`src/hw/rtl/sgrm_pkg.sv`:
```
// Shared types, op codes and sample constants for the stereo gain ring mixer.
package sgrm_pkg;

   localparam int SAMPLE_W    = 16;
   localparam int GAIN_W      = 8;
   localparam int FILL_W      = 14;
   localparam int QUEUE_DEPTH = 8;
   localparam int QPTR_W      = $clog2(QUEUE_DEPTH);
   localparam int QCNT_W      = $clog2(QUEUE_DEPTH + 1);

   localparam logic [1:0] OP_PUSH  = 2'd0;
   localparam logic [1:0] OP_MIX   = 2'd1;
   localparam logic [1:0] OP_FLUSH = 2'd2;

   localparam logic signed [SAMPLE_W-1:0] SAMPLE_MAX = 16'sh7FFF;
   localparam logic signed [SAMPLE_W-1:0] SAMPLE_MIN = 16'sh8000;

   typedef struct packed {
      logic                       do_write;
      logic                       use_ring;
      logic [FILL_W-1:0]          fill_level;
      logic signed [SAMPLE_W-1:0] primary;
      logic signed [SAMPLE_W-1:0] left;
      logic signed [SAMPLE_W-1:0] right;
   } work_type;

   function automatic logic signed [SAMPLE_W-1:0] sat_sum(logic signed [SAMPLE_W:0] v);
      logic signed [SAMPLE_W-1:0] r;
      if (v > $signed({SAMPLE_MAX[SAMPLE_W-1], SAMPLE_MAX})) begin
         r = SAMPLE_MAX;
      end else if (v < $signed({SAMPLE_MIN[SAMPLE_W-1], SAMPLE_MIN})) begin
         r = SAMPLE_MIN;
      end else begin
         r = v[SAMPLE_W-1:0];
      end
      return r;
   endfunction

endpackage

```
`src/hw/rtl/sgrm_queue.sv`:
```
// Short FIFO of classified work between the intake and the ring back end.
module sgrm_queue import sgrm_pkg::*; #(
   parameter int PTR_W = 15
) (
   input  logic               clock,
   input  logic               reset,
   input  logic               push,
   input  work_type           push_work,
   input  logic [PTR_W-1:0]   push_ptr,
   input  logic               pop,
   output logic               head_valid,
   output work_type           head_work,
   output logic [PTR_W-1:0]   head_ptr,
   output logic [QCNT_W-1:0]  count
);

   work_type           work_ff [QUEUE_DEPTH];
   logic [PTR_W-1:0]   ptr_ff  [QUEUE_DEPTH];
   logic [QPTR_W-1:0]  wr_idx_ff, wr_idx_in;
   logic [QPTR_W-1:0]  rd_idx_ff, rd_idx_in;
   logic [QCNT_W-1:0]  count_ff, count_in;
   logic               do_pop;

   assign do_pop     = pop && (count_ff != '0);
   assign head_valid = count_ff != '0;
   assign head_work  = work_ff[rd_idx_ff];
   assign head_ptr   = ptr_ff[rd_idx_ff];
   assign count      = count_ff;

   always_comb begin
      wr_idx_in = push ? QPTR_W'(wr_idx_ff + 1'b1) : wr_idx_ff;
      rd_idx_in = do_pop ? QPTR_W'(rd_idx_ff + 1'b1) : rd_idx_ff;
      count_in  = count_ff + QCNT_W'(push) - QCNT_W'(do_pop);
   end

   always_ff @(posedge clock) begin
      if (reset) begin
         wr_idx_ff <= '0;
         rd_idx_ff <= '0;
         count_ff  <= '0;
      end else begin
         wr_idx_ff <= wr_idx_in;
         rd_idx_ff <= rd_idx_in;
         count_ff  <= count_in;
      end
   end

   always_ff @(posedge clock) begin
      if (push) begin
         work_ff[wr_idx_ff] <= push_work;
         ptr_ff[wr_idx_ff]  <= push_ptr;
      end
   end

endmodule

```
`config.mk`:
```
export PLATFORM = sky130hd
export DESIGN_NAME = sgrm_queue
export DESIGN_NICKNAME = d
export VERILOG_FILES = /design/src/hw/rtl/sgrm_pkg.sv /design/src/hw/rtl/sgrm_queue.sv
export SDC_FILE = /design/constraint.sdc
export NUM_CORES = 1
export LEC_CHECK = 0
export BUFFER_PORTS_ARGS = -buffer_cell sky130_fd_sc_hd__buf_2
export CAP_MARGIN = 20
export CORE_MARGIN = 10
export CORE_UTILIZATION = 35
export CTS_BUF_LIST = sky130_fd_sc_hd__clkbuf_8
export CTS_CLUSTER_DIAMETER = 100
export CTS_CLUSTER_SIZE = 28
export DETAILED_ROUTE_END_ITERATION = 16
export PLACE_DENSITY_LB_ADDON = 0.05
export SLEW_MARGIN = 25
export SYNTH_ARGS = -nofsm -noshare
export SYNTH_HDL_FRONTEND = slang
export SYNTH_SLANG_ARGS = --single-unit
export TNS_END_PERCENT = 30
```
`constraint.sdc`:
```
create_clock -name clock -period 9.4 [get_ports clock]
set_input_delay 1.41 -clock clock [delete_from_list [all_inputs] [get_ports clock]]
set_output_delay 1.41 -clock clock [all_outputs]
set_load 0.02 [all_outputs]
```
==> results of run 1 <==
## worst min-delay path: cells and delay by family (launching register included)
kind | cells | cell delay (ps)
flip-flops | 1 | 330
AO/OA/AOI/OAI | 2 | 160
## stage by stage
stage	setup slack (ps)	total power, mW
3_3_place_gp	4840	4.40
3_5_place_dp	4850	4.40
4_1_cts	4010	5.73
5_1_grt	4270	5.90
6_report	4530	5.61
2_1_floorplan	1930	4.05
## flip-flops by register name, summed over array words and instances, names as in the netlist, named ones only
register	flops
ptr_ff	120
rd_idx_ff	3
work_ff	512
count	4
wr_idx_ff	3
## kinds of logic (layout without fill, tap and decap cells)
family / after synthesis / after routing / synth area share [%]
other: 0 / 3 / 0
xor gates and xnor gates: 3 / 3 / 0.108
adders and majority gates: 7 / 7 / 0.390
DFF: 645 / 645 / 79.0
AOI/OAI and AO/OA: 10 / 10 / 0.221
buffers and inverters: 54 / 250 / 1.35
muxes: 240 / 240 / 18.4
and+or+nand+nor: 31 / 31 / 0.591
## worst max-delay path by stage
stage | from | cells past startpoint | to
6_report | register | 4 | head_work[47]
5_1_grt | register | 4 | head_work[11]
4_1_cts | register | 4 | head_work[11]
3_5_place_dp | register | 4 | head_work[11]
3_3_place_gp | register | 4 | head_work[41]
2_1_floorplan | push | 2 | ptr_ff[0][0]
## layout make-up
class / count / area (µm²) / share of cell area (%)
diodes: 3 / 7.51 / 0.0278
clock buffers: 32 / 440 / 1.63
clock inverters: 20 / 263 / 0.972
inverters: 8 / 30.0 / 0.111
multi-input cells: 291 / 4850 / 17.9
flip-flops and latches: 645 / 19200 / 71.2
well taps: 931 / 1160 / 4.31
repair buffers: 190 / 1040 / 3.83
## power groups by stage
| stage | logic (mW) | clock network (mW) | registers [mW] |
|---|---|---|---|
| 3_3_place_gp | 1.02 | 0 | 3.38 |
| 3_5_place_dp | 1.02 | 0 | 3.38 |
| 5_1_grt | 1.09 | 1.50 | 3.32 |
| 6_report | 0.997 | 1.32 | 3.30 |
| 2_1_floorplan | 0.717 | 0 | 3.34 |
| 4_1_cts | 1.02 | 1.39 | 3.32 |
## layout by cell type, fill, tap and decap left out, types with 3 or more instances in the layout
master	Yosys	final
ha_1	6	6
nand2_1	5	5
o21ai_0	3	3
clkbuf_8	0	32
diode_2	0	3
dfxtp_1	13	10
nand3_1	3	3
nand2b_1	4	4
buf_4	0	22
nor2_1	13	7
mux2_2	81	81
inv_8	0	3
bufinv_16	0	4
nor2_4	0	6
a21oi_1	6	6
buf_2	16	166
dfxtp_4	0	3
edfxtp_1	632	632
mux4_2	158	158
inv_1	8	13
## routing by layer
layer / routed length [µm] / global-route usage [%] / share of wire [%]
met5: 108 / 0 / 0.20
met4: 788 / 2.46 / 1.5
met3: 2740 / 2.81 / 5.1
met2: 26100 / 21.6 / 48
met1: 24200 / 18.0 / 45
==> out/metrics.cfg, run 1 <==
[status]
run_status = finished clean

[worst_setup_path]
crit_family = buffers and inverters
end_kind = output port
r2r_cells = 4
cp.buffers_inverters = 2
cp_max_fo = 62
crit_arrival_ps = 3460
r2r-end = work_ff[2][31]
start_kind = register
r2r-start = wr_idx_ff[1]
criticalPathCategory = register to output port
ff2ff_setup_slack_ps = 6340
worstPathRequired_ps = 7990
path_cells = buf_4 -> mux4_2 -> mux2_2 -> buf_2
cpMaxStageDelayCell = dfxtp_4
cpPeakStageDelay_ps = 900

[sta]
slew_viol_final = 0
finalSetupViolations = 0
max-slew-margin-rel_pct = 32.6
finClkSkew_ps = 30.0
period_share_pct = 51.8
layout_min_cycle_time_ps = 4870
max_freq_mhz = 205
final-hold-violation-count = 0
tightest_slew_ps = 1010
finalSetupTns_ps = 0
holdWs_ps = 517
rsz0062_at_grt = false

[grt]
track_usage_pct = 13.2
grt_first_pass_wirelength_um = 79500
antenna_found_initial = 17
grt-ovfl-total = 0
grt_pass1_vias = 11300
grt_max_degree = 74

[clock_network]
cts_sinks = 645
clk_latency_ps = 700
cts_resized = 0
cts_tree = yes
h-tree-depth = 1
cts_buffer_depth = 3
post_cts_buffers = 0
root_buffer = clkbuf_8
cts_made_buffers = 30
hold_buffers = 0
clk_pin_slew_ps = 150

[pwr]
pwr-share-clk_pct = 23.4
p_leak_nw = 8.28
p_switching_mw = 1.48
p_int_mw = 4.13
pwr-share-comb_pct = 17.8
netSwitchingFraction_pct = 26.4
p_per_area_nw_per_um2 = 208
peakVddDrop_mv = 0.161
seq_power_share_pct = 58.8

[logic_synthesis]
synth_commonest_cells = edfxtp_1 (632), mux4_2 (158), mux2_2 (81)
syn_area_per_cell_um2 = 24.6
ys_ff_latch = 645
syn_area_um2 = 24400
ys_seq_area_share_pct = 79.0
syn_inst = 990
yosys.area.top_type_share_pct = 77.9
ys.flop_type = edfxtp_1
yosysTopAreaCell = edfxtp_1
ys_warn_count = 0
synth_nets = 1080
ys_async_sr_fraction_pct = 0
synth.distinct_cells = 25
yosysMostFrequentCell = edfxtp_1
synth_area_leaders = edfxtp_1 (78%), mux4_2 (15%), mux2_2 (3.7%)
synth_edf_count = 632

[drt]
drtPass1Iterations = 6
totalWireLength_um = 54000
drc = 0
wl_per_cell_um = 25.4
routed_via_density = 4.90
ant_nets = 0
dr.first_iter.drc_count = 707
vias = 10400

[floorplan]
rows = 96
die_h_um = 284
io_pins = 167
fp.coreArea_um2 = 68800
fp.dieW_um = 284
die-area_um2 = 80600
initial_core_util_pct = 35.4

[hold_path]
hold_depth = 2
hp-start = rd_idx_ff[2]
worstHoldPathType = register to register

[place]
portBuffers = 166
place_congestion = 0.701
place_area_um2 = 26300
dp_hpwl_um = 29400
placed_cells = 2064

[final_layout]
area_growth_pct = 11.0
finalInstanceArea_um2 = 27000
final_nets = 1256
final_cell_count_no_fill = 2120
postLayoutCoreUtil_pct = 39.3
fillCellCount = 6199
final_layout_size_suffix_gt1_share_pct = 41.1

[run]
drv_cap = 0

Note: power is estimated with default switching activity, not from simulation.
==> inputs of run 2 (changes only) <==
clock period = 4.2 ns   (was 9.4 ns; I/O delays follow)
==> out/metrics.cfg, run 2 (synthesis results as in run 1) <==
[clock_network]
hold_buffers = 0  ; unchanged
clk_pin_slew_ps = 160  ; about the same
clk_latency_ps = 690  ; about the same
post_cts_buffers = 0  ; unchanged
cts_made_buffers = 29  ; -3.3%
cts_tree = yes
cts_resized = 0  ; unchanged
h-tree-depth = 1  ; unchanged
root_buffer = clkbuf_8
cts_buffer_depth = 3  ; unchanged
cts_sinks = 645  ; unchanged

[floorplan]
rows = 96  ; unchanged
die_h_um = 284  ; unchanged
fp.dieW_um = 284  ; unchanged
initial_core_util_pct = 35.4  ; unchanged
io_pins = 167  ; unchanged
fp.coreArea_um2 = 68800  ; unchanged
die-area_um2 = 80600  ; unchanged

[pwr]
p_leak_nw = 8.29  ; +0.17%
peakVddDrop_mv = 0.268  ; +66%
p_total_mw = 12.5  ; +120%
p_per_area_nw_per_um2 = 462  ; +120%

[worst_setup_path]
criticalPathCategory = register to output port
r2r_cells = 10  ; +6
crit_family = multiplexers
path_cells = buf_12 -> mux4_2 -> mux2_2 -> buf_2
crit_arrival_ps = 2830  ; -630 ps
end_kind = output port
r2r-end = count[1]
cp_max_fo = 37  ; -40%
r2r-start = count[2]
start_kind = register
worstPathRequired_ps = 3570  ; -4420 ps
ff2ff_setup_slack_ps = 1960  ; -4380 ps
cpMaxStageDelayCell = dfxtp_4
cp.buffers_inverters = 2  ; unchanged
cpPeakStageDelay_ps = 690  ; -210 ps

[final_layout]
regMostFlops = work_ff
final_common_cell = edfxtp_1
multi_input_area_um2 = 4870  ; +0.26%
area_growth_pct = 11.4
fillCellCount = 6175  ; -0.39%
final_nets = 1262  ; +0.48%
final_layout_size_suffix_gt1_share_pct = 41.4  ; +0.30 points
largest_register_ff_count = 512  ; unchanged
layout_common_cells = edfxtp_1 (632), buf_2 (166), mux4_2 (158)
postLayoutCoreUtil_pct = 39.4  ; +0.15 points
seqCellArea_um2 = 19200  ; unchanged

[sta]
period_share_pct = 82.4
final-hold-violation-count = 0  ; unchanged
max_freq_mhz = 289
max-slew-margin-rel_pct = 36.5  ; +3.9 points
rsz0062_at_grt = false
tightest_slew_ps = 952  ; -57.9 ps
layout_min_cycle_time_ps = 3460
finalSetupTns_ps = 0  ; unchanged
slew_viol_final = 0  ; unchanged
finClkSkew_ps = 17.8  ; -12.2 ps
finalSetupViolations = 0  ; unchanged

[drt]
vias = 10400  ; +0.11%
ant_nets = 0  ; unchanged
routed_via_density = 4.90  ; +0.11%
totalWireLength_um = 54000  ; about the same
wl_per_cell_um = 25.5  ; about the same
drc = 0  ; unchanged
drtPass1Iterations = 4  ; -2
dr.first_iter.drc_count = 647  ; -8.5%

[grt]
grt_first_pass_wirelength_um = 79100  ; -0.59%
antenna_found_initial = 11  ; -6
track_usage_pct = 13.1  ; -0.081 points
grt-ovfl-total = 0  ; unchanged
grt_max_degree = 52  ; -30%
grt_pass1_vias = 11300  ; -0.11%

[hold_path]
min_to = ptr_ff[0][9]
hp-start = push_ptr[9]
hold_depth = 1  ; -1
worstHoldPathType = input port to register

[run]
drv_cap = 0  ; unchanged

[place]
dp_hpwl_um = 29100  ; -1.1%
place_congestion = 0.678  ; -3.4%
portBuffers = 166  ; unchanged

[status]
run_status = finished clean

-- run 2: worst max path at each step --
stage | startpoint | to | slack (ps) | cells after the start
floorplan | push | ptr_ff[7][0] | -370 | 2
global placement | register | head_work[4] | 1420 | 4
detailed placement | register | head_work[4] | 1420 | 4
CTS | register | head_work[4] | 600 | 4
global route | register | head_work[4] | 510 | 4
finish | register | head_work[4] | 740 | 4
-- run 2: area by class of cell --
cell class | instances | area share [%]
timing repair buffer | 197 | 4.38
sequential | 645 | 70.9
clock inverter | 17 | 0.890
clock buffer | 29 | 1.47
inverter | 8 | 0.111
tap | 931 | 4.29
multi-input combinational | 291 | 17.9
antenna | 2 | 0.0184
-- run 2: stage by stage --
step                hold slack [ps]  instances  setup WS [ps]  instance area (µm²)
CTS                             102       2118            595                27100
floorplan                       480        990           -367                24400
global route                    106       2119            506                27100
detailed placement              497       2072           1420                26500
finish                          181       2120            740                27100
global placement                495       2072           1420                26500
-- run 2: power by group --
part           switching [mW]  total (mW)  internal [mW]
logic                    1.23        2.25           1.03
registers               0.153        7.40           7.25
clock network            1.90        2.88          0.984
-- run 2: per-layer routing --
metal	routed length (µm)	GRT usage (%)	vias to the layer above
met5	98	0	-
met4	706	2.31	14
met3	2210	2.31	49
met2	26000	21.3	148
met1	25000	18.4	5665
li1	-	-	4522
==> inputs of run 3 (changes only) <==
clock period = 3 ns   (was 4.2 ns; I/O delays follow)
==> out/metrics.cfg, run 3 (synthesis results as in run 1) <==
[worst_setup_path]
r2r_cells = 10  ; unchanged
cpPeakStageDelay_ps = 510  ; -180 ps
crit_arrival_ps = 2510  ; -320 ps
cpMaxStageDelayCell = mux4_2
r2r-end = count[1]
crit_path_frequent_cell = buf_12
cp_max_fo = 7  ; -81%
criticalPathCategory = register to output port
cp.buffers_inverters = 4  ; +2
endpoint = head_work[44]
cp.depth = 6  ; +2
worstPathRequired_ps = 2550  ; -1020 ps
end_kind = output port
start_kind = register
r2r-start = count[2]
ff2ff_setup_slack_ps = 760  ; -1200 ps
crit_family = multiplexers
path_cells = buf_12 -> buf_12 -> buf_12 -> mux4_2 -> mux2_4 -> buf_6

[place]
pre_cts_slack_ps = 590  ; -830 ps
portBuffers = 166  ; unchanged
placed_cells = 2075  ; +0.14%
place_congestion = 0.674  ; -0.52%
dp_hpwl_um = 29300  ; +0.51%

[pwr]
p_per_area_nw_per_um2 = 636  ; +38%
p_leak_nw = 9.13  ; +10%
peakVddDrop_mv = 0.451  ; +68%

[final_layout]
largest_register_ff_count = 512  ; unchanged
final_common_cell = edfxtp_1
final_cell_count_no_fill = 2227  ; +5.0%
layout_common_cells = edfxtp_1 (632), mux4_2 (158), buf_2 (121)
area_growth_pct = 19.1
final_nets = 1366  ; +8.2%
regMostFlops = work_ff
final_layout_size_suffix_gt1_share_pct = 40.1  ; -1.3 points

[sta]
max-slew-margin-rel_pct = 57.9  ; +21 points
slew_viol_final = 0  ; unchanged
period_share_pct = 98.5
max_freq_mhz = 338
final.setup.worst_slack_ps = 43.8  ; -696 ps
finClkSkew_ps = 31.1  ; +13.2 ps
finalSetupViolations = 0  ; unchanged
rsz0062_at_grt = true
layout_min_cycle_time_ps = 2960
finalSetupTns_ps = 0  ; unchanged
tightest_slew_ps = 632  ; -321 ps
final-hold-violation-count = 0  ; unchanged

[clock_network]
cts_sinks = 645  ; unchanged
clk_latency_ps = 710  ; +20 ps
cts_buffer_depth = 3  ; unchanged
root_buffer = clkbuf_8
h-tree-depth = 1  ; unchanged
cts_made_buffers = 31  ; +6.9%
clk_pin_slew_ps = 160  ; about the same
cts_tree = yes

[floorplan]
die_h_um = 284  ; unchanged
initial_core_util_pct = 35.4  ; unchanged
die-area_um2 = 80600  ; unchanged
io_pins = 167  ; unchanged
fp.dieW_um = 284  ; unchanged
fp.coreArea_um2 = 68800  ; unchanged
rows = 96  ; unchanged

[drt]
dr.first_iter.drc_count = 820  ; +27%
drc = 0  ; unchanged
totalWireLength_um = 55700  ; +3.1%
ant_nets = 0  ; unchanged
wl_per_cell_um = 25.0  ; -1.8%
vias = 10800  ; +3.8%
routed_via_density = 4.85  ; -1.2%
drtPass1Iterations = 4  ; unchanged

[grt]
grt-ovfl-total = 0  ; unchanged
antenna_found_initial = 5  ; -6
grt_first_pass_wirelength_um = 82200  ; +4.0%
grt_pass1_vias = 11800  ; +4.7%
track_usage_pct = 13.5  ; +0.44 points
grt_max_degree = 64  ; +23%

[status]
run_status = finished clean

[run]
drv_cap = 0  ; unchanged

[hold_path]
worstHoldPathType = input port to register
hold_depth = 3  ; +2

## run 3: changes by cell type in the layout (fill, tap and decap cells not counted), moves of 10 or more
cell	change
buf_12	+17
buf_16	+10
buf_2	-45
buf_6	+45
dlygate4sd3_1	+80
mux2_2	-44
mux2_4	+44
## run 3: final cells by class
type                       instances  area, µm²
inverter                           8       30.0
fill                            6030      39800
timing repair buffer             299       2880
sequential                       645      19200
multi-input combinational        291       5030
clock buffer                      31        427
antenna                            2       5.00
tap                              931       1160
clock inverter                    20        231
## run 3: metal layers
layer / part of all wire, % / GRT usage, % / up-vias / wire length, µm
li1: - / - / 4747 / -
met1: 46 / 19.0 / 5856 / 25800
met2: 49 / 22.5 / 143 / 27300
met3: 3.4 / 2.03 / 43 / 1890
met4: 1.2 / 2.18 / 6 / 650
met5: 0.068 / 0 / - / 38
## run 3: worst register-to-register path: stages (launching register included)
cell and delay [ps]:
dfxtp_1 350, inv_1 80, ha_1 140, nor3b_1 400
inv_1 160, nand3_1 160, o21ai_0 110, ha_1 210
inv_1 80, fa_1 410, nor2_1 100
## run 3: power by group
group / leakage [nW] / internal (mW) / switching [mW]
Combinational: 2.94 / 2.13 / 2.03
Clock: 0.338 / 1.24 / 2.79
Sequential: 5.85 / 10.1 / 0.110
## run 3: how the worst min path moves through the flow
stage,startpoint,endpoint,slack (ps)
after floorplan,rd_idx_ff[2],register,480
after detailed placement,rd_idx_ff[2],rd_idx_ff[2],510
after global routing,pop,rd_idx_ff[1],50
after global placement,rd_idx_ff[2],rd_idx_ff[2],500
after CTS,push,wr_idx_ff[0],8
final,push,wr_idx_ff[1],90
## run 3: what timing repair did
action | CTS | global route
resized for setup | 120 | 49
cloned | 8 | 1
hold endpoints to repair | 636 | 0
hold buffers | 80 | 0
setup buffers | 12 | 1
setup endpoints to repair | 77 | 70
## run 3: per-stage QoR
step | instance area, µm² | util, % | power (mW) | hold WS, ps
floorplan | 24400 | - | 12.7 | 480
global placement | 26600 | 38.7 | 13.9 | 503
detailed placement | 26600 | 38.7 | 13.9 | 508
CTS | 28900 | 42.0 | 18.7 | 8.16
global route | 29000 | 42.2 | 19.3 | 46.8
finish | 29000 | 42.2 | 18.4 | 90.2
