File: config.mk
export PLATFORM = sky130hd
export DESIGN_NAME = sgrm_front
export DESIGN_NICKNAME = d
export VERILOG_FILES = /design/src/hw/rtl/sgrm_pkg.sv /design/src/hw/rtl/sgrm_front.sv
export SDC_FILE = /design/constraint.sdc
export NUM_CORES = 1
export LEC_CHECK = 0
export BUFFER_PORTS_ARGS = -buffer_cell sky130_fd_sc_hd__buf_2
export CORE_MARGIN = 5
export CORE_UTILIZATION = 56
export CTS_BUF_LIST = sky130_fd_sc_hd__clkbuf_4
export DETAILED_ROUTE_END_ITERATION = 6
export PLACE_DENSITY = 0.76
export SKIP_LAST_GASP = 1
export SLEW_MARGIN = 0
export SYNTH_ARGS = -nofsm -noshare
export SYNTH_HDL_FRONTEND = slang
export SYNTH_SLANG_ARGS = --single-unit
export TNS_END_PERCENT = 5
File: constraint.sdc
create_clock -name clock -period 6.87 [get_ports clock]
set_input_delay 1.0305 -clock clock [delete_from_list [all_inputs] [get_ports clock]]
set_output_delay 1.0305 -clock clock [all_outputs]
set_load 0.03 [all_outputs]
File: src/hw/rtl/sgrm_pkg.sv
// Shared types, op codes and sample constants for the stereo gain ring mixer.
package sgrm_pkg;

   localparam int SAMPLE_W    = 16;
   localparam int GAIN_W      = 8;
   localparam int FILL_W      = 14;
   localparam int QUEUE_DEPTH = 8;
   localparam int QPTR_W      = $clog2(QUEUE_DEPTH);
   localparam int QCNT_W      = $clog2(QUEUE_DEPTH + 1);

   localparam logic [1:0] OP_PUSH  = 2'd0;
   localparam logic [1:0] OP_MIX   = 2'd1;
   localparam logic [1:0] OP_FLUSH = 2'd2;

   localparam logic signed [SAMPLE_W-1:0] SAMPLE_MAX = 16'sh7FFF;
   localparam logic signed [SAMPLE_W-1:0] SAMPLE_MIN = 16'sh8000;

   typedef struct packed {
      logic                       do_write;
      logic                       use_ring;
      logic [FILL_W-1:0]          fill_level;
      logic signed [SAMPLE_W-1:0] primary;
      logic signed [SAMPLE_W-1:0] left;
      logic signed [SAMPLE_W-1:0] right;
   } work_type;

   function automatic logic signed [SAMPLE_W-1:0] sat_sum(logic signed [SAMPLE_W:0] v);
      logic signed [SAMPLE_W-1:0] r;
      if (v > $signed({SAMPLE_MAX[SAMPLE_W-1], SAMPLE_MAX})) begin
         r = SAMPLE_MAX;
      end else if (v < $signed({SAMPLE_MIN[SAMPLE_W-1], SAMPLE_MIN})) begin
         r = SAMPLE_MIN;
      end else begin
         r = v[SAMPLE_W-1:0];
      end
      return r;
   endfunction

endpackage

File: src/hw/rtl/sgrm_front.sv
// Request intake: ring index bookkeeping, push/mix classification and gain scaling pipeline.
module sgrm_front import sgrm_pkg::*; #(
   parameter int RING_DEPTH      = 16384,
   parameter int GAIN_FULL_SCALE = 128,
   localparam int PTR_W          = $clog2(2 * RING_DEPTH)
) (
   input  logic                       clock,
   input  logic                       reset,
   input  logic                       mix_enable,
   input  logic                       req_valid,
   output logic                       req_stall,
   input  logic [1:0]                 req_op,
   input  logic signed [SAMPLE_W-1:0] req_left_in,
   input  logic signed [SAMPLE_W-1:0] req_right_in,
   input  logic [GAIN_W-1:0]          req_left_gain,
   input  logic [GAIN_W-1:0]          req_right_gain,
   input  logic signed [SAMPLE_W-1:0] req_primary_sample,
   input  logic [QCNT_W-1:0]          q_count,
   output logic                       q_push,
   output work_type                   q_work,
   output logic [PTR_W-1:0]           q_ptr
);

   localparam int PROD_W = SAMPLE_W + GAIN_W + 1;
   localparam int MAG_W  = SAMPLE_W + GAIN_W - 1;
   localparam int SHIFT  = MAG_W + $clog2(GAIN_FULL_SCALE);
   localparam int RCP_W  = MAG_W + 1;
   localparam int RP_W   = MAG_W + RCP_W;
   localparam longint unsigned RECIP_L =
      ((64'd1 << SHIFT) + GAIN_FULL_SCALE - 1) / GAIN_FULL_SCALE;
   localparam logic [RCP_W-1:0] RECIP = RECIP_L[RCP_W-1:0];
   localparam logic [PTR_W:0]   SPAN  = (PTR_W + 1)'(2 * RING_DEPTH);
   localparam logic [PTR_W-1:0] ROOM_LIMIT = PTR_W'(RING_DEPTH - 3);
   localparam logic [MAG_W-1:0] POS_LIMIT  = MAG_W'(32767);
   localparam logic [MAG_W-1:0] NEG_LIMIT  = MAG_W'(32768);

   function automatic logic [MAG_W-1:0] mag_of(logic signed [PROD_W-1:0] p);
      logic [PROD_W-1:0] a;
      a = p[PROD_W-1] ? PROD_W'(-p) : PROD_W'(p);
      return a[MAG_W-1:0];
   endfunction

   function automatic logic signed [SAMPLE_W-1:0] sat_quot(logic neg, logic [RP_W-1:0] rp);
      logic [RP_W-1:0]            sh;
      logic [MAG_W-1:0]           q;
      logic signed [SAMPLE_W-1:0] r;
      sh = rp >> SHIFT;
      q  = sh[MAG_W-1:0];
      if (!neg) begin
         r = (q > POS_LIMIT) ? SAMPLE_MAX : $signed(q[SAMPLE_W-1:0]);
      end else begin
         r = (q > NEG_LIMIT) ? SAMPLE_MIN : $signed(~q[SAMPLE_W-1:0] + 1'b1);
      end
      return r;
   endfunction

   logic [PTR_W-1:0] wr_ptr_ff, wr_ptr_in;
   logic [PTR_W-1:0] rd_ptr_ff, rd_ptr_in;

   logic                       s1_valid_ff;
   logic                       s1_do_write_ff, s1_do_write_in;
   logic                       s1_use_ring_ff, s1_use_ring_in;
   logic [PTR_W-1:0]           s1_fill_ff, s1_fill_in;
   logic signed [SAMPLE_W-1:0] s1_primary_ff, s1_primary_in;
   logic [PTR_W-1:0]           s1_ptr_ff, s1_ptr_in;
   logic signed [PROD_W-1:0]   s1_lprod_ff, s1_lprod_in;
   logic signed [PROD_W-1:0]   s1_rprod_ff, s1_rprod_in;

   logic                       s2_valid_ff;
   logic                       s2_do_write_ff;
   logic                       s2_use_ring_ff;
   logic [PTR_W-1:0]           s2_fill_ff;
   logic signed [SAMPLE_W-1:0] s2_primary_ff;
   logic [PTR_W-1:0]           s2_ptr_ff;
   logic                       s2_lneg_ff, s2_rneg_ff;
   logic [RP_W-1:0]            s2_lrec_ff, s2_lrec_in;
   logic [RP_W-1:0]            s2_rrec_ff, s2_rrec_in;

   logic [QCNT_W:0]            inflight;
   logic                       accept;
   logic [PTR_W:0]             w_ext, r_ext, diff, w_sum, r_sum;
   logic [PTR_W-1:0]           fill, w_plus2, r_plus1;
   logic [PTR_W+FILL_W-1:0]    fill_ext;

   assign inflight  = (QCNT_W + 1)'(q_count) + (QCNT_W + 1)'(s1_valid_ff)
                    + (QCNT_W + 1)'(s2_valid_ff);
   assign req_stall = inflight >= (QCNT_W + 1)'(QUEUE_DEPTH);
   assign accept    = req_valid && !req_stall;

   assign w_ext   = {1'b0, wr_ptr_ff};
   assign r_ext   = {1'b0, rd_ptr_ff};
   assign diff    = (w_ext >= r_ext) ? (w_ext - r_ext) : (w_ext + SPAN - r_ext);
   assign fill    = diff[PTR_W-1:0];
   assign w_sum   = w_ext + (PTR_W + 1)'(2);
   assign r_sum   = r_ext + (PTR_W + 1)'(1);
   assign w_plus2 = (w_sum >= SPAN) ? PTR_W'(w_sum - SPAN) : w_sum[PTR_W-1:0];
   assign r_plus1 = (r_sum >= SPAN) ? PTR_W'(r_sum - SPAN) : r_sum[PTR_W-1:0];

   always_comb begin
      wr_ptr_in      = wr_ptr_ff;
      rd_ptr_in      = rd_ptr_ff;
      s1_do_write_in = 1'b0;
      s1_use_ring_in = 1'b0;
      s1_fill_in     = fill;
      s1_primary_in  = '0;
      s1_ptr_in      = wr_ptr_ff;
      case (req_op)
         OP_PUSH: begin
            if (mix_enable && fill <= ROOM_LIMIT) begin
               s1_do_write_in = 1'b1;
               wr_ptr_in      = w_plus2;
               s1_fill_in     = fill + PTR_W'(2);
            end
         end
         OP_MIX: begin
            s1_primary_in = req_primary_sample;
            s1_ptr_in     = rd_ptr_ff;
            if (mix_enable && fill != '0) begin
               s1_use_ring_in = 1'b1;
               rd_ptr_in      = r_plus1;
               s1_fill_in     = fill - PTR_W'(1);
            end
         end
         OP_FLUSH: begin
            wr_ptr_in  = '0;
            rd_ptr_in  = '0;
            s1_fill_in = '0;
         end
         default: begin
         end
      endcase
      s1_lprod_in = $signed(req_left_in) * $signed({1'b0, req_left_gain});
      s1_rprod_in = $signed(req_right_in) * $signed({1'b0, req_right_gain});
      s2_lrec_in  = RP_W'(mag_of(s1_lprod_ff)) * RP_W'(RECIP);
      s2_rrec_in  = RP_W'(mag_of(s1_rprod_ff)) * RP_W'(RECIP);
   end

   always_ff @(posedge clock) begin
      if (reset) begin
         wr_ptr_ff   <= '0;
         rd_ptr_ff   <= '0;
         s1_valid_ff <= 1'b0;
         s2_valid_ff <= 1'b0;
      end else begin
         if (accept) begin
            wr_ptr_ff <= wr_ptr_in;
            rd_ptr_ff <= rd_ptr_in;
         end
         s1_valid_ff <= accept;
         s2_valid_ff <= s1_valid_ff;
      end
   end

   always_ff @(posedge clock) begin
      s1_do_write_ff <= s1_do_write_in;
      s1_use_ring_ff <= s1_use_ring_in;
      s1_fill_ff     <= s1_fill_in;
      s1_primary_ff  <= s1_primary_in;
      s1_ptr_ff      <= s1_ptr_in;
      s1_lprod_ff    <= s1_lprod_in;
      s1_rprod_ff    <= s1_rprod_in;
      s2_do_write_ff <= s1_do_write_ff;
      s2_use_ring_ff <= s1_use_ring_ff;
      s2_fill_ff     <= s1_fill_ff;
      s2_primary_ff  <= s1_primary_ff;
      s2_ptr_ff      <= s1_ptr_ff;
      s2_lneg_ff     <= s1_lprod_ff[PROD_W-1];
      s2_rneg_ff     <= s1_rprod_ff[PROD_W-1];
      s2_lrec_ff     <= s2_lrec_in;
      s2_rrec_ff     <= s2_rrec_in;
   end

   assign fill_ext = {{FILL_W{1'b0}}, s2_fill_ff};

   always_comb begin
      q_push              = s2_valid_ff;
      q_ptr               = s2_ptr_ff;
      q_work.do_write     = s2_do_write_ff;
      q_work.use_ring     = s2_use_ring_ff;
      q_work.fill_level   = fill_ext[FILL_W-1:0];
      q_work.primary      = s2_primary_ff;
      q_work.left         = sat_quot(s2_lneg_ff, s2_lrec_ff);
      q_work.right        = sat_quot(s2_rneg_ff, s2_rrec_ff);
   end

endmodule

==> flow_summary.json, run 1 <==
{
  "dr_total_vias": 14230,
  "cts_repair_resize_count": 0,
  "synth_top_family_by_area": "adder cells",
  "totalWireLength_um": 38990,
  "finish.net_count": 2599,
  "drv_slew": 0,
  "fp.coreArea_mm2": 0.03164,
  "synthMuxAreaShare": 0.01038,
  "initialDrtViolationCount": 944,
  "dieArea_mm2": 0.03576,
  "synth-compound-area-share": 0.1141,
  "clk_root_buffer_cell": "sky130_fd_sc_hd__clkbuf_4",
  "cp_max_fo": 6,
  "simple_gate_fraction_of_synth_area": 0.1951,
  "postCtsHoldBufs": 0,
  "most_frequent_cell_after_synthesis": "sky130_fd_sc_hd__inv_1",
  "syn-mean-instance-area_um2": 8.754,
  "fmaxAchievable_mhz": 171.5,
  "crit_path_end_kind": "output pin",
  "synth_sequential_area_ratio": 0.2307,
  "netlist_instances": 2052,
  "global_route.overflow_total": 0,
  "worst_hold_path_type": "register to register",
  "placed_cells_incl_taps": 2547,
  "setup_tns_ps": 0,
  "clock_skew_ps": 35.09,
  "cts_htree_levels": 2,
  "pin_count_of_the_biggest_net_entering_global_routing": 33,
  "asyncSetResetFlopFracSynth": 0,
  "gr-usage-all-layers": 0.2175,
  "globalplace.congestion": 0.9338,
  "port_buffers": 154,
  "crit_type": "register to output pin",
  "first_pass_grt_wire_length_um": 66400,
  "final_cell_count_no_fill": 2638,
  "drt-wirelength-per-cell_um": 14.78,
  "clock_pin_slew_of_the_registers_on_the_worst_case_setup_and_hold_paths_ps": 60,
  "initial_utilization": 0.5678,
  "clockBufferDepth": 3,
  "finalHoldViolations": 0,
  "synth_top_flop_cell": "sky130_fd_sc_hd__dfxtp_1",
  "worstSetupStartpointType": "register",
  "clk_latency_ps": 620,
  "grt_setup_unrepaired": "false",
  "drtPass1Iterations": 5,
  "antenna_left": 0,
  "worst_pin_slew_ps": 1250,
  "ys_ff_latch": 207,
  "cp_data_required_time_ps": 5840,
  "cts_buffers": 51,
  "die_w_um": 189.1,
  "critPathArrivalTime_ps": 4800,
  "maxCapViolCount": 0,
  "vdd_ir_drop_max_v": 0.0002307,
  "cts_tree": "done",
  "main_area_contributors_after_synthesis": "sky130_fd_sc_hd__dfxtp_1, sky130_fd_sc_hd__fa_1, sky130_fd_sc_hd__ha_1",
  "status": "finished clean",
  "place_hpwl_um": 31200,
  "synth-warning-count": 0,
  "finalCritPeriodShare": 0.8488,
  "period_minus_slack_ps": 5831,
  "synth.cells.most_frequent": "sky130_fd_sc_hd__inv_1, sky130_fd_sc_hd__nand2_1, sky130_fd_sc_hd__dfxtp_1, sky130_fd_sc_hd__fa_1, sky130_fd_sc_hd__and2_1",
  "finalSetupViolations": 0,
  "antenna_found_initial": 1,
  "cts_post_setup_buffers_inserted": 0,
  "top_level_ports": 155,
  "area_delta_synth_final_pct": 9.466,
  "drc": 0,
  "post_synthesis_share_of_cell_area_spent_on_xor_and_xnor_gates": 0.04570,
  "cell_leakage_power_nw": 9.713,
  "synthesis.area_mm2": 0.01796,
  "syn_nets": 2453,
  "std_cell_rows": 65,
  "synth_top_area_cell": "sky130_fd_sc_hd__dfxtp_1",
  "number_of_global_route_vias_before_repair": 14015,
  "number_of_distinct_library_cells_after_synthesis": 84,
  "post_route_cells_drive_above_1_share": 0.1195,
  "synth_edf_count": 0,
  "floorplan.die.height_um": 189.1,
  "clock_sinks": 207,
  "synth_top_area_frac": 0.2307,
  "detail_routed_via_count_per_cell": 5.394,
  "tightest_slew_margin_relative_to_the_limit": 0.1629,
  "power_per_cell_area_mw_per_mm2": 347.0,
  "timing.hold.ws_ps": 325.5,
  "synth-adder-area-share": 0.3143
}
[final timing paths]
path                                startpoint             end  slack (ps)  depth (start not counted)
worst min-delay path            s1_fill_ff[10]  s2_fill_ff[10]         330                          0
worst max-delay path            s2_rrec_ff[30]       q_work[7]        1040                         12
worst max register to register    rd_ptr_ff[2]   wr_ptr_ff[11]        2020                         13
worst min register to register  s1_fill_ff[10]  s2_fill_ff[10]         330                          0
[cells in the final DEF (no fill, tap or decap), drive strengths merged, types with 11 or more instances in the layout]
cell type	Yosys	routed
inv	358	358
nand2	231	231
fa	207	207
dfxtp	207	207
and2	174	174
buf	18	156
ha	120	120
o21ai	86	86
xnor2	81	81
nor2	76	76
clkbuf	45	75
a21oi	74	74
nand3	44	44
or3	35	35
a21o	26	26
nor3	22	22
and3	17	17
o311ai	17	17
o21a	14	14
mux2i	13	13
clkinv	0	13
nand2b	12	12
or4	12	12
xor2	11	11
o31ai	11	11
o211ai	11	11
[metal layers]
metal	share of wire	up-vias	wire (um)	GRT usage
li1	-	6924	-	-
met1	0.43	6757	16930	0.3001
met2	0.48	492	18840	0.3645
met3	0.064	57	2511	0.02747
met4	0.018	0	706	0.05830
met5	0	-	0	0
[logic make-up (layout without fill, tap and decap cells)]
logic type / count (synthesis) / after routing
AOI/OAI and AO/OA: 308 / 308
xor gates and xnor gates: 92 / 92
adders and majority gates: 327 / 327
buffers and inverters: 421 / 604
DFF: 207 / 207
muxes: 18 / 18
other: 0 / 1
and+or+nand+nor: 679 / 679
[area by class of cell]
cell class | count | area (um^2)
flip-flops and latches | 207 | 4144
inverters | 358 | 1344
repair buffers | 156 | 785.8
diodes | 1 | 2.502
fillers | 2713 | 11970
well taps | 402 | 503.0
clock buffers | 75 | 563.0
multi-input cells | 1424 | 12210
clock inverters | 15 | 111.4
[flip-flops by register name, summed over array words and instances (netlist names), 15 cells and up]
signal / flops
s1_lprod_ff: 24
s2_rrec_ff: 16
q_ptr: 15
rd_ptr_ff: 15
s1_ptr_ff: 15
s1_rprod_ff: 24
s2_primary_ff: 16
s1_primary_ff: 16
s2_lrec_ff: 16
[report_power, final]
part | leakage, nW | internal [W] | switching (W)
Combinational | 7.61 | 0.00170 | 0.00231
Clock | 0.398 | 0.000575 | 0.000452
Sequential | 1.71 | 0.00152 | 0.000264
[worst max-delay path: stages, from the launching register on]
cell and delay, ps:
sky130_fd_sc_hd__dfxtp_1 310, sky130_fd_sc_hd__inv_1 70, sky130_fd_sc_hd__ha_1 180, sky130_fd_sc_hd__or3b_1 400, sky130_fd_sc_hd__or3_1 360, sky130_fd_sc_hd__or3_1 360, sky130_fd_sc_hd__or3_1 360, sky130_fd_sc_hd__or3_1 350
sky130_fd_sc_hd__or3_1 420, sky130_fd_sc_hd__o21ai_2 290, sky130_fd_sc_hd__nand2_1 190, sky130_fd_sc_hd__o311ai_0 590, sky130_fd_sc_hd__buf_2 310
[through the flow]
stage | utilization | total power [W] | cell area, um^2 | worst slack (ps)
2_1_floorplan | - | 0.004883 | 17960 | 1015
3_5_place_dp | 0.6001 | 0.005829 | 18990 | 553.5
4_1_cts | 0.6214 | 0.006899 | 19660 | 1083
5_1_grt | 0.6215 | 0.007498 | 19660 | 842.6
6_report | 0.6215 | 0.006823 | 19660 | 1039
3_3_place_gp | 0.6001 | 0.005701 | 18990 | 711.8
(Power assumes the default switching activity.)
==> inputs of run 2 (changes only) <==
--- a/config.mk
+++ b/config.mk
@@ -10,7 +10,7 @@
 export CORE_UTILIZATION = 56
 export CTS_BUF_LIST = sky130_fd_sc_hd__clkbuf_4
 export DETAILED_ROUTE_END_ITERATION = 6
-export PLACE_DENSITY = 0.76
+export PLACE_DENSITY = 0.79
 export SKIP_LAST_GASP = 1
 export SLEW_MARGIN = 0
 export SYNTH_ARGS = -nofsm -noshare
==> constraint.sdc (replaced) <==
create_clock -name clock -period 4.95 [get_ports clock]
set_input_delay 0.7425 -clock clock [delete_from_list [all_inputs] [get_ports clock]]
set_output_delay 0.7425 -clock clock [all_outputs]
set_load 0.03 [all_outputs]
==> run 2 against run 1 <==
- critical path depth did not move
- via count is 4.6% higher
- design area rose by 6.8%
- clock skew rose by 21 ps
- sequential share of layout area is 1.3 points lower
- highest routed layer is now met5
- clock-buffer cell count fell by 1
- combinational power is 69% higher
- power is 56% higher
- flip-flop and latch count unchanged
- setup slack worse by 1000 ps
- register-to-register slack got worse by 1500 ps
- largest cell class unchanged
- wire length up 5.6%
==> flow_summary.json, run 2 (synthesized netlist as in run 1, its figures left out) <==
{
  "status": "finished clean",
  "port_buffers": 154,
  "timing.final.ws_setup_ps": 22.07,
  "clock_pin_slew_of_the_registers_on_the_worst_case_setup_and_hold_paths_ps": 70,
  "finish.net_count": 2728,
  "clk_latency_ps": 670,
  "first_pass_grt_wire_length_um": 70470,
  "worst_pin_slew_ps": 930.8,
  "pin_count_of_the_biggest_net_entering_global_routing": 40,
  "pre_cts_slack_ps": -444.9,
  "grt_setup_unrepaired": "true",
  "worst_hold_path_type": "input pin to register",
  "antenna_found_initial": 2,
  "worstSetupStartpointType": "register",
  "dieArea_mm2": 0.03576,
  "crit_type": "register to output pin",
  "post_route_cells_drive_above_1_share": 0.1887,
  "top_level_ports": 155,
  "tightest_slew_margin_relative_to_the_limit": 0.3737,
  "critPathArrivalTime_ps": 4190,
  "initialDrtViolationCount": 681,
  "fp.coreArea_mm2": 0.03164,
  "period_minus_slack_ps": 4928,
  "vdd_ir_drop_max_v": 0.0003790,
  "power_per_cell_area_mw_per_mm2": 507.0,
  "clock_skew_ps": 56.24,
  "fmaxAchievable_mhz": 202.9,
  "number_of_global_route_vias_before_repair": 15452,
  "place_hpwl_um": 33560,
  "layout_commonest_cell": "sky130_fd_sc_hd__inv_1",
  "drc": 0,
  "clock_sinks": 207,
  "final_cell_count_no_fill": 2767,
  "cts_buffers": 52,
  "maxCapViolCount": 0,
  "initial_utilization": 0.5678,
  "die_w_um": 189.1,
  "cell_leakage_power_nw": 10.42,
  "finalCritPeriodShare": 0.9955,
  "detail_routed_via_count_per_cell": 5.379,
  "placed_cells_incl_taps": 2672,
  "antenna_left": 0,
  "cts_tree": "done",
  "clockBufferDepth": 3,
  "floorplan.die.height_um": 189.1,
  "clk_root_buffer_cell": "sky130_fd_sc_hd__clkbuf_4",
  "drv_slew": 0,
  "biggestRegsByFlops": "s1_lprod_ff x24, s1_rprod_ff x24",
  "area_delta_synth_final_pct": 16.91,
  "cts_htree_levels": 2,
  "finalSetupViolations": 0,
  "postCtsHoldBufs": 0,
  "drt-wirelength-per-cell_um": 14.88,
  "cp_data_required_time_ps": 4210,
  "cp_max_fo": 6,
  "gr-usage-all-layers": 0.2319,
  "crit_path_end_kind": "output pin",
  "globalplace.congestion": 0.9520,
  "dr_total_vias": 14884,
  "layout_common_cells": "sky130_fd_sc_hd__inv_1, sky130_fd_sc_hd__nand2_1, sky130_fd_sc_hd__fa_1, sky130_fd_sc_hd__dfxtp_1, sky130_fd_sc_hd__and2_1",
  "totalWireLength_um": 41180,
  "std_cell_rows": 65,
  "global_route.overflow_total": 0,
  "drtPass1Iterations": 5,
  "finalHoldViolations": 0
}
[run 2: cell count changes in the layout (fill, tap and decap cells not counted), moves of 6 or more]
cell / delta
sky130_fd_sc_hd__o21ai_1: +8
sky130_fd_sc_hd__o311ai_4: +6
sky130_fd_sc_hd__o311ai_0: -12
sky130_fd_sc_hd__or3_1: -10
sky130_fd_sc_hd__or3_4: +10
sky130_fd_sc_hd__buf_4: +133
sky130_fd_sc_hd__buf_6: +8
sky130_fd_sc_hd__o311ai_2: +6
sky130_fd_sc_hd__buf_2: -17
sky130_fd_sc_hd__o21ai_0: -10
sky130_fd_sc_hd__inv_2: +6
[run 2: what timing repair did]
item | in CTS | in global routing
setup endpoints to repair | 21 | 26
gates cloned | 0 | 0
buffers inserted | 3 | 0
gates resized for setup | 60 | 33
pin swaps | 5 | 9
[run 2: through the flow]
| stage | instance area, um^2 | setup TNS [ps] | power [W] | utilization | hold slack [ps] |
|---|---|---|---|---|---|
| after CTS | 20870 | -1348 | 0.01061 | 0.6596 | 193.5 |
| after detailed placement | 20010 | -4040 | 0.008968 | 0.6324 | 312.1 |
| after floorplan | 18090 | -71.39 | 0.006895 | - | 309.6 |
| after global placement | 20010 | -2408 | 0.008691 | 0.6324 | 309.8 |
| final | 21000 | 0 | 0.01065 | 0.6638 | 266.7 |
| after global routing | 21000 | -2805 | 0.01166 | 0.6638 | 203.7 |
[run 2: cell type report]
| type | instances | area [um^2] |
|---|---|---|
| Multi-Input combinational cell | 1424 | 12560 |
| Fill cell | 2554 | 10640 |
| Sequential cell | 207 | 4146 |
| Timing Repair Buffer | 284 | 1819 |
| Inverter | 358 | 1344 |
| Clock buffer | 74 | 555.5 |
| Tap cell | 402 | 503.0 |
| Clock inverter | 17 | 66.31 |
| Antenna cell | 1 | 2.502 |
[run 2: worst max-delay path: stages (launching register included)]
cell and delay (ps):
sky130_fd_sc_hd__dfxtp_2 330, sky130_fd_sc_hd__inv_2 60, sky130_fd_sc_hd__ha_4 140, sky130_fd_sc_hd__or3b_4 390, sky130_fd_sc_hd__or3_4 350, sky130_fd_sc_hd__or3_4 350, sky130_fd_sc_hd__or3_4 350, sky130_fd_sc_hd__or3_4 340
sky130_fd_sc_hd__or3_4 440, sky130_fd_sc_hd__o21ai_4 200, sky130_fd_sc_hd__nand2_4 130, sky130_fd_sc_hd__o311ai_4 330, sky130_fd_sc_hd__buf_6 170
[run 2: power by group]
group | leakage, nW | switching [W] | internal (W)
sequential | 1.71 | 0.000410 | 0.00212
clock | 0.377 | 0.000646 | 0.000686
combinational | 8.34 | 0.00353 | 0.00325
total | 10.4 | 0.00459 | 0.00606
[run 2: per-layer routing]
metal | vias up | track usage | part of all wire
met3 | 77 | 0.03890 | 0.054
met5 | - | 0 | 0.00032
met4 | 2 | 0.06586 | 0.018
li1 | 7180 | - | -
met2 | 414 | 0.4136 | 0.50
met1 | 7211 | 0.2906 | 0.42
[run 2: path summary, 6_finish.rpt]
| kind | start | end | slack, ps | cells past startpoint |
|---|---|---|---|---|
| max | s2_rrec_ff[31] | q_work[11] | 20 | 12 |
| min | req_primary_sample[4] | s1_primary_ff[4] | 270 | 2 |
| max reg2reg | rd_ptr_ff[10] | rd_ptr_ff[7] | 540 | 13 |
| min reg2reg | s1_do_write_ff | s2_do_write_ff | 320 | 0 |
